<file path="src/hw/rtl/seven_segment_scan_driver_macros.svh">
// Assertion macros for the scan driver top level.
`ifndef SEVEN_SEGMENT_SCAN_DRIVER_MACROS_SVH
`define SEVEN_SEGMENT_SCAN_DRIVER_MACROS_SVH

// Checks a property on every rising clock edge outside reset.
`define SSD_ASSERT(lbl, prop, msg) \
  lbl: assert property (@(posedge clk_i) disable iff (!rst_ni) (prop)) else $error(msg);

// Checks that a condition never holds outside reset.
`define SSD_ASSERT_NEVER(lbl, cond, msg) \
  lbl: assert property (@(posedge clk_i) disable iff (!rst_ni) !(cond)) else $error(msg);

`endif

</file>
<file path="src/hw/rtl/ssd_pkg.sv">
// Package with types, codes and the segment pattern table of the scan driver.
`default_nettype none
package ssd_pkg;

  localparam int unsigned PinW   = 12;
  localparam int unsigned DigitW = 3;
  localparam int unsigned ValueW = 16;
  localparam int unsigned ModW   = 10;  // value modulo 1000 fits in ten bits

  localparam int unsigned DotPin = 9;

  // Event kinds carried in the input tuser bit.
  localparam logic ACT_SCAN  = 1'b0;
  localparam logic ACT_BLANK = 1'b1;

  // Scan phases that light a digit.
  localparam logic [DigitW-1:0] PH_SYMBOL = 3'd1;
  localparam logic [DigitW-1:0] PH_HUNDS  = 3'd2;
  localparam logic [DigitW-1:0] PH_TENS   = 3'd3;
  localparam logic [DigitW-1:0] PH_UNITS  = 3'd4;

  typedef struct packed {
    logic              action;
    logic [ModW-1:0]   value_mod;
    logic [3:0]        symbol;
    logic [3:0]        dot_mask;
  } ssd_item_t;

  // Pin pattern for one glyph index; indexes past the table give no pins.
  function automatic logic [PinW-1:0] seg_pattern(input logic [3:0] idx);
    logic [PinW-1:0] pat;
    unique case (idx)
      4'd0:    pat = 12'h280;
      4'd1:    pat = 12'hE8A;
      4'd2:    pat = 12'h30C;
      4'd3:    pat = 12'hA0C;
      4'd4:    pat = 12'hE06;
      4'd5:    pat = 12'hA24;
      4'd6:    pat = 12'h224;
      4'd7:    pat = 12'hE8C;
      4'd8:    pat = 12'h204;
      4'd9:    pat = 12'hA04;
      4'd10:   pat = 12'hFAA;
      4'd11:   pat = 12'h704;
      default: pat = '0;
    endcase
    return pat;
  endfunction

endpackage
`default_nettype wire

</file>
<file path="src/hw/rtl/ssd_in_stage.sv">
// Input register of the scan driver; reduces the value modulo 1000 on entry.
`default_nettype none
module ssd_in_stage
  import ssd_pkg::*;
(
  input  wire logic                clk_i,
  input  wire logic                rst_ni,
  input  wire logic                in_valid_i,
  output logic                     in_ready_o,
  input  wire logic                action_i,
  input  wire logic [ValueW-1:0]   value_i,
  input  wire logic [3:0]          symbol_i,
  input  wire logic [3:0]          dot_mask_i,
  output logic                     item_valid_o,
  input  wire logic                item_ready_i,
  output ssd_item_t                item_o
);

  logic            vld_q, vld_d;
  ssd_item_t       item_q;
  logic [32:0]     prod;
  logic [6:0]      quot;
  logic [16:0]     quot_k;
  logic [ModW-1:0] value_mod;
  logic            accept;

  // Quotient by 1000 through the reciprocal 67109 / 2^26, exact for 16-bit values.
  assign prod   = {17'd0, value_i} * 33'd67109;
  assign quot   = prod[32:26];
  // quot * 1000 as shifts and adds.
  assign quot_k = ({10'd0, quot} << 10) - ({10'd0, quot} << 4) - ({10'd0, quot} << 3);
  assign value_mod = ModW'({1'b0, value_i} - quot_k);

  assign in_ready_o   = !vld_q || item_ready_i;
  assign accept       = in_valid_i && in_ready_o;
  assign item_valid_o = vld_q;
  assign item_o       = item_q;

  always_comb begin
    vld_d = vld_q;
    if (accept) begin
      vld_d = 1'b1;
    end else if (item_ready_i) begin
      vld_d = 1'b0;
    end
  end

  always_ff @(posedge clk_i or negedge rst_ni) begin
    if (!rst_ni) begin
      vld_q <= 1'b0;
    end else begin
      vld_q <= vld_d;
    end
  end

  always_ff @(posedge clk_i) begin
    if (accept) begin
      item_q.action    <= action_i;
      item_q.value_mod <= value_mod;
      item_q.symbol    <= symbol_i;
      item_q.dot_mask  <= dot_mask_i;
    end
  end

endmodule
`default_nettype wire

</file>
<file path="src/hw/rtl/ssd_scan_core.sv">
// Scan phase, pin and digit state of the driver; the state doubles as output register.
`default_nettype none
module ssd_scan_core
  import ssd_pkg::*;
(
  input  wire logic               clk_i,
  input  wire logic               rst_ni,
  input  wire logic               item_valid_i,
  output logic                    item_ready_o,
  input  wire ssd_item_t          item_i,
  output logic                    out_valid_o,
  input  wire logic               out_ready_i,
  output logic [PinW-1:0]         pins_o,
  output logic [DigitW-1:0]       digit_o
);

  logic [DigitW-1:0] phase_q, phase_d;
  logic [PinW-1:0]   pins_q, pins_d;
  logic [DigitW-1:0] digit_q, digit_d;
  logic              out_vld_q, out_vld_d;
  logic              advance;

  logic [DigitW-1:0] ph;
  logic [15:0]       hund_prod;
  logic [3:0]        hunds;
  logic [6:0]        rem100;
  logic [14:0]       tens_prod;
  logic [3:0]        tens;
  logic [3:0]        units;
  logic [3:0]        idx;
  logic [PinW-1:0]   pins_or;

  assign item_ready_o = !out_vld_q || out_ready_i;
  assign advance      = item_valid_i && item_ready_o;

  // Digits of a value below 1000 by constant reciprocals, written as shifts and adds.
  assign hund_prod = ({6'd0, item_i.value_mod} << 5) + ({6'd0, item_i.value_mod} << 3)
                   + {6'd0, item_i.value_mod};
  assign hunds     = hund_prod[15:12];
  assign rem100    = 7'(item_i.value_mod - (({6'd0, hunds} << 6) + ({6'd0, hunds} << 5)
                   + ({6'd0, hunds} << 2)));
  assign tens_prod = ({8'd0, rem100} << 7) + ({8'd0, rem100} << 6) + ({8'd0, rem100} << 3)
                   + ({8'd0, rem100} << 2) + {8'd0, rem100};
  assign tens      = tens_prod[14:11];
  assign units     = 4'(rem100 - (({3'd0, tens} << 3) + ({3'd0, tens} << 1)));

  assign ph = phase_q + 3'd1;

  always_comb begin
    unique case (ph)
      PH_SYMBOL: idx = item_i.symbol;
      PH_HUNDS:  idx = hunds;
      PH_TENS:   idx = tens;
      default:   idx = units;
    endcase
  end

  assign pins_or = pins_q | seg_pattern(idx);

  always_comb begin
    phase_d   = phase_q;
    pins_d    = pins_q;
    digit_d   = digit_q;
    out_vld_d = out_vld_q;
    if (advance) begin
      out_vld_d = 1'b1;
      if (item_i.action == ACT_BLANK) begin
        pins_d  = '0;
        digit_d = '0;
      end else if (ph >= PH_SYMBOL && ph <= PH_UNITS) begin
        pins_d = pins_or;
        // The dot pin is active low, so a lit dot clears it after the pattern.
        if (item_i.dot_mask[phase_q[1:0]]) begin
          pins_d[DotPin] = 1'b0;
        end
        digit_d = ph;
        phase_d = ph;
      end else begin
        phase_d = '0;
      end
    end else if (out_ready_i) begin
      out_vld_d = 1'b0;
    end
  end

  always_ff @(posedge clk_i or negedge rst_ni) begin
    if (!rst_ni) begin
      phase_q   <= '0;
      pins_q    <= '0;
      digit_q   <= '0;
      out_vld_q <= 1'b0;
    end else begin
      phase_q   <= phase_d;
      pins_q    <= pins_d;
      digit_q   <= digit_d;
      out_vld_q <= out_vld_d;
    end
  end

  assign out_valid_o = out_vld_q;
  assign pins_o      = pins_q;
  assign digit_o     = digit_q;

endmodule
`default_nettype wire

</file>
<file path="src/hw/rtl/seven_segment_scan_driver.sv">
// Top level of the multiplexed four-digit seven-segment scan driver.
//
//  Channel  Dir  tdata (low bit first)                    tuser
//  s_axis   in   value[15:0] symbol[19:16] dot_mask[23:20]  action
//  m_axis   out  segment_pins[11:0] digit_select[14:12]    -
//
// Each event word passes an input register, where the value is reduced modulo 1000
// by one reciprocal multiplier, then the scan state register, which is also the
// output register; it takes one word per cycle while the output is not stalled.
// A stalled output holds its word; the input register still takes one more word.
// Reset clears the phase, the pins and the digit enable.
`default_nettype none
`include "seven_segment_scan_driver_macros.svh"
module seven_segment_scan_driver
  import ssd_pkg::*;
(
  input  wire logic        clk_i,
  input  wire logic        rst_ni,
  input  wire logic        s_axis_tvalid,
  output logic             s_axis_tready,
  input  wire logic [23:0] s_axis_tdata,   // value, symbol, dot_mask
  input  wire logic        s_axis_tuser,   // action
  output logic             m_axis_tvalid,
  input  wire logic        m_axis_tready,
  output logic [15:0]      m_axis_tdata    // segment_pins, digit_select, zero fill
);

  logic              mid_valid;
  logic              mid_ready;
  ssd_item_t         mid_item;
  logic [PinW-1:0]   pins;
  logic [DigitW-1:0] digit;

  ssd_in_stage u_in_stage (
    .clk_i        (clk_i),
    .rst_ni       (rst_ni),
    .in_valid_i   (s_axis_tvalid),
    .in_ready_o   (s_axis_tready),
    .action_i     (s_axis_tuser),
    .value_i      (s_axis_tdata[15:0]),
    .symbol_i     (s_axis_tdata[19:16]),
    .dot_mask_i   (s_axis_tdata[23:20]),
    .item_valid_o (mid_valid),
    .item_ready_i (mid_ready),
    .item_o       (mid_item)
  );

  ssd_scan_core u_scan_core (
    .clk_i        (clk_i),
    .rst_ni       (rst_ni),
    .item_valid_i (mid_valid),
    .item_ready_o (mid_ready),
    .item_i       (mid_item),
    .out_valid_o  (m_axis_tvalid),
    .out_ready_i  (m_axis_tready),
    .pins_o       (pins),
    .digit_o      (digit)
  );

  assign m_axis_tdata = {1'b0, digit, pins};

  `SSD_ASSERT_NEVER(a_digit_range, digit > PH_UNITS, "digit select beyond the fourth digit")
  `SSD_ASSERT(a_dark_when_off, (digit == '0) |-> (pins == '0), "pins lit with no digit enabled")
  `SSD_ASSERT(a_out_from_mid, $rose(m_axis_tvalid) |-> $past(mid_valid), "result without an item")

endmodule
`default_nettype wire

</file>
<file path="config.mk">
export PLATFORM = sky130hd
export DESIGN_NAME = seven_segment_scan_driver
export DESIGN_NICKNAME = d
export VERILOG_FILES = /design/src/hw/rtl/ssd_pkg.sv /design/src/hw/rtl/ssd_in_stage.sv /design/src/hw/rtl/ssd_scan_core.sv /design/src/hw/rtl/seven_segment_scan_driver.sv
export VERILOG_INCLUDE_DIRS = /design/src /design/src/hw/rtl
export SDC_FILE = /design/constraint.sdc
export NUM_CORES = 1
export LEC_CHECK = 0
export BUFFER_PORTS_ARGS = -buffer_cell sky130_fd_sc_hd__buf_2
export CORE_MARGIN = 2
export CORE_UTILIZATION = 55
export DETAILED_ROUTE_END_ITERATION = 10
export PLACE_DENSITY = 0.79
export SLEW_MARGIN = 10
export SYNTH_ARGS = -nofsm -noshare
export SYNTH_HDL_FRONTEND = slang
export SYNTH_SLANG_ARGS = --single-unit
</file>
<file path="constraint.sdc">
create_clock -name clk_i -period 21.9 [get_ports clk_i]
set_input_delay 4.38 -clock clk_i [delete_from_list [all_inputs] [get_ports clk_i]]
set_output_delay 4.38 -clock clk_i [all_outputs]
set_load 0.005 [all_outputs]
</file>
[Word level (Yosys, flattened, before mapping)]
Memories as Yosys holds them, arrays and structs flattened.
Cells that the tools add are included.
Widths: inputs -> output; s select.
Word-level totals
  memories: 1
  flip-flop bits (word level): 39
  bits in read-only memories: 144
  input bits: 29
  RAM bits: 0
  latch bits: 0
  logic and storage cells: 59
Memories
  (no name shown): depth 16, width 9, rd ports 1, clocked after memory_dff 0, write ports 0, line ssd_pkg.sv:32  | unique case (idx)
Operators by class
  bitwise operators: 2
  magnitude comparators: 3
  reductions and logical operators: 12
  multipliers: 1
  muxes and demuxes: 13
  eq/ne operators: 3
  divide/modulo/power cells: 0
  shift operators: 0
  add/subtract/negate cells: 15
Operators by type and width (number)
  $mul 16x17->33 const B: 1
  $mux 12: 2
  $sub 10x10->10: 2
  $add 15x13->16: 1
  $add 16x10->16: 1
  $add 14x13->15: 1
  $add 15x10->15: 1
  $add 15x7->15: 1
  $add 15x9->15: 1
  $or 12x12->12: 1
  $pmux 4 s3: 1
  $sub 1x10->10 const A: 1
  $mux 3: 3
  $add 7x6->7: 1
  $add 7x7->7: 1
  $sub 7x7->7: 1
  $eq 3x2->1 const B: 2
  $mux 1: 6
  $reduce_bool 2->1: 3
  $add 4x4->4: 1
  $reduce_and 2->1: 2
  $sub 4x4->4: 1
  $add 3x1->3 const B: 1
  $eq 3x1->1 const B: 1
  8 further kinds: 12

[Depth between registers and ports, before layout]
An unclocked memory read counts as a cell.
  depth in word-level cells: 17
  gate-level depth with buffers: 37
  depth with buffers taken out: 37

[By module]
From an unflattened synthesis, not the netlist that was laid out.
Second synthesis, totals
  cell total of the unflattened synthesis: 724
  area total of the unflattened synthesis: 7145.6 um^2
By module, submodules not included
  ssd_in_stage: cells an instance 423, area an instance 4380.5 um^2, seq. area each 595.6 um^2, times used 1
  ssd_scan_core: cells an instance 299, area an instance 2753.9 um^2, seq. area each 400.4 um^2, times used 1
  seven_segment_scan_driver: cells an instance 2, area an instance 11.3 um^2, seq. area each 0.0 um^2, times used 1

[Worst setup path before layout]
OpenSTA, ideal clock, no wires.
  kind: input -> register
  start: input s_axis_tdata[13]
  end: register u_in_stage.item_q (netlist bit u_in_stage.item_o[17]) (data pin)
  required time: 21.636 ns
  setup slack: 11.357 ns
  arrival time: 10.279 ns
  path buffers: 0
  setup time: 0.264 ns
  stages on the path: 25
  path through: ha_1 fa_1 inv_1 fa_1 fa_1 inv_1 fa_1 ha_1 ha_1 a21o_1 a221o_1 a21o_1 a221oi_2 o211ai_1 a21oi_1 xor2_1 fa_1 inv_1 ha_1 a21o_1 a21oi_1 o21bai_1 a21oi_1 xnor2_1 xnor2_1
On the way
  word-level cells in the longest chain between the ends: 4
Ends and longest elaborated chain
  from (decl): line seven_segment_scan_driver.sv:21  | input wire logic [23:0] s_axis_tdata,
  $mul 16x17->33 *: line ssd_in_stage.sv:28  | assign prod = {17'd0, value_i} * 33'd67109;
  $sub 1x10->10: line ssd_in_stage.sv:31  | assign quot_k = ({10'd0, quot} << 10) - ({10'd0, quot} << 4) - ({10'd0, quot} << 3);
  $sub 10x10->10 *: line ssd_in_stage.sv:31
  $sub 10x10->10 *: line ssd_in_stage.sv:32  | assign value_mod = ModW'({1'b0, value_i} - quot_k);
  via u_in_stage.value_mod[9]: line ssd_in_stage.sv:24  | logic [ModW-1:0] value_mod;
  to (decl): line ssd_in_stage.sv:20  | ssd_item_t item_q;
The timed path passes the listed nets; every way through them passes the cells marked *.
A chain may end at the register's enable or synchronous reset.

[Worst setup path in the final report]
  start: input s_axis_tdata[8]
  end: register u_in_stage.item_q (netlist bit u_in_stage.item_o[17]) (data pin)
On the way
  word-level cells in the longest chain between the ends: 4
Ends and longest elaborated chain (line)
  $mul 16x17->33: ssd_in_stage.sv:28
  $sub 1x10->10: ssd_in_stage.sv:31
  $sub 10x10->10: ssd_in_stage.sv:31
  $sub 10x10->10 *: ssd_in_stage.sv:32
  via u_in_stage.value_mod[9]: ssd_in_stage.sv:24
Marked as above.

==> flow_metrics.tcl <==
set metrics [dict create \
    die_w_microns 116 \
    cp.required_ns 21.92 \
    dp_hpwl_microns 12100 \
    r2r_slack_ns 12.70 \
    routed_wl_microns 14100 \
    cp-start-kind "input port" \
    finClkSkew_ns 0.00245 \
    synth.top_cell.area_share_pct 35.3 \
    postSynthCellCount 681 \
    synth_warnings 0 \
    die_h_microns 116 \
    synth_edf_count 19 \
    cts_tree "built" \
    clockBufferDepth 2 \
    critPathKind "input port to flip-flop" \
    final_cell_mix "194 x ha_1, 119 x inv_1, 57 x fa_1" \
    period_needed_ns 10.79 \
    hold_end "u_scan_core.pins_o[8]$_DFFE_PN0P_" \
    final_common_cell "ha_1" \
    vias 5049 \
    slew_headroom_pct 39.2 \
    drt_iter0_markers 294 \
    fin_crit_sh_pct 49.3 \
    ys_types 68 \
    hold_buffers 0 \
    rr_startpoint "u_in_stage.item_o[8]$_DFFE_PP_" \
    hp-class "flip-flop to flip-flop" \
    max_freq_mhz 92.7 \
    wl_per_cell_microns 15.8 \
    cts.sinks 36 \
    start_util_pct 56.7 \
    port_buffers 42 \
    synth_largest_area_cell "ha_1" \
    first_pass_iters 6 \
    hold_violations 0 \
    path_max_fanout 7 \
    ys.flop_type "edfxtp_1" \
    ios 47 \
    nNetsFinal 1006 \
    overflow 0 \
    cts_resized 0 \
    hold_ws_ns 0.477 \
    gp_congestion 0.867 \
    hold_path.startpoint "u_scan_core.pins_o[8]$_DFFE_PN0P_" \
    antenna_found_initial 0 \
    async_flop_share_pct 47.2 \
    core_sq_um 12100 \
    grt_usage_pct 22.2 \
    yosysSeqAreaShare_pct 14.5 \
    rsz0062_at_grt "no" \
    grt_pass1_wl_microns 23900 \
    dp_slack_ns 10.82 \
    clk_latency_ns 0.28 \
    dieArea_sq_um 13400 \
    htree_levels 2 \
    worst_setup_path_end_kind "flip-flop" \
    antenna-diode-count 0 \
    first_global_vias 5424 \
    worst_r2r_path_depth 36 \
    hold_depth 2 \
    setup_violations 0 \
    worst_pin_slew_ns 0.911 \
    vias_per_cell 5.64 \
    clkTransAtPathRegs_ns 0.06 \
    syn_area_sq_um 6870 \
    fin_ws_ns 11.11 \
    tns_ns 0 \
    cp_data_arrival_time_ns 10.81 \
    cts_buffers 5 \
    r2r-end "u_scan_core.pins_o[1]$_DFFE_PN0P_" \
    synth-seq-cells 36 \
    postCtsSetupRepairBufs 0 \
    drcViolationCount 0 \
    grt_max_degree 20 \
    drv_slew 0 \
    clockRootBuffer "clkbuf_16" \
    drv_cap 0 \
    drive_gt1_share_pct 9.08 \
    rows 40 \
    drtAntennaViolNets 0 \
    area_growth_pct 8.02 \
    syn_area_per_cell_sq_um 10.1 \
    synth_area_leaders "ha_1 35%, fa_1 17%, edfxtp_1 8.3%, inv_1 6.5%, dfrtp_1 6.2%" \
    status "completed" \
]
synthesized netlist by cell type (3+ instances only):
library cell and number:
a21o_1 19, nor2b_1 6, and4_1 4, or3_1 3
o221ai_1 3, xor2_1 6, a22o_1 4, buf_4 4
nand2b_1 9, or2_2 3, ha_1 194, o211ai_1 5
inv_1 119, dfrtp_1 17, o211a_1 3, nor3_1 4
nand3_1 9, and3_1 5, a31oi_1 4, edfxtp_1 19
a21oi_1 26, xnor2_1 27, nor2_1 18, nand2_1 30
a221o_1 4, o21ai_0 13, o21a_1 7, fa_1 57
nand4_1 6, o22ai_1 5
through the flow:
step	cell area, sq um	util [%]	std cells
CTS	7420	61.3	895
global placement	7250	59.9	887
global route	7420	61.3	895
finish	7420	61.3	895
floorplan	6880	-	684
detailed placement	7250	59.9	887
worst max-delay path, stage by stage:
cell	delay (ns)
buf_2	0.19
inv_1	0.11
ha_1	0.29
inv_1	0.04
ha_1	0.26
inv_1	0.04
fa_1	0.47
inv_1	0.05
fa_1	0.48
fa_1	0.50
ha_1	0.31
ha_1	0.31
a21o_1	0.18
a221o_1	0.34
a21o_1	0.19
a221oi_2	0.27
o211ai_1	0.18
a21oi_1	0.21
xor2_1	0.28
fa_1	0.51
inv_1	0.09
ha_1	0.23
a21o_1	0.18
a21oi_1	0.22
o21bai_1	0.09
a21oi_1	0.18
xnor2_1	0.15
xnor2_1	0.09
area by class of cell:
type | count | area (sq um)
flip-flops and latches | 36 | 996
clock inverters | 3 | 42.5
multi-input cells | 521 | 5380
repair buffers | 42 | 210
inverters | 120 | 452
fillers | 1031 | 4690
clock buffers | 5 | 125
well taps | 168 | 210
how the worst max path moves through the flow:
stage	slack (ns)	to	startpoint	cells past startpoint
6_report	11.11	u_in_stage.item_o[17]$_DFFE_PP_	s_axis_tdata[8]	28
5_1_grt	10.77	u_in_stage.item_o[17]$_DFFE_PP_	s_axis_tdata[8]	28
4_1_cts	11.11	u_in_stage.item_o[17]$_DFFE_PP_	s_axis_tdata[8]	28
3_5_place_dp	10.82	u_in_stage.item_o[17]$_DFFE_PP_	s_axis_tdata[8]	28
3_3_place_gp	10.99	u_in_stage.item_o[17]$_DFFE_PP_	s_axis_tdata[8]	28
2_1_floorplan	11.36	u_in_stage.item_o[17]$_DFFE_PP_	s_axis_tdata[13]	25
cells by family after synthesis:
family | synth area share [%]
adders and majority gates | 52.0
DFF | 14.5
xor gates and xnor gates | 4.54
muxes | 0.692
and+or+nand+nor | 8.40
buffers and inverters | 7.29
AOI/OAI and AO/OA | 12.6
other | 0.0546
routing by layer:
metal	vias to the layer above	share of wire (%)	routed length, microns	GRT usage [%]
met5	-	0	0	0
met4	0	2.4	339	6.35
met1	2472	40	5650	24.2
met2	87	55	7790	44.8
li1	2460	-	-	-
met3	30	2.3	329	2.14
state kept, by name (all words and copies together) (netlist names):
name / cells
u_scan_core.out_valid_o: 1
u_in_stage.item_valid_o: 1
u_in_stage.item_o: 19
u_scan_core.digit_o: 3
u_scan_core.phase_q: 3
u_scan_core.pins_o: 9
Power is left out: the tool's default activity adds up to more than one toggle a clock period on the data nets, which glitch-free logic cannot reach.
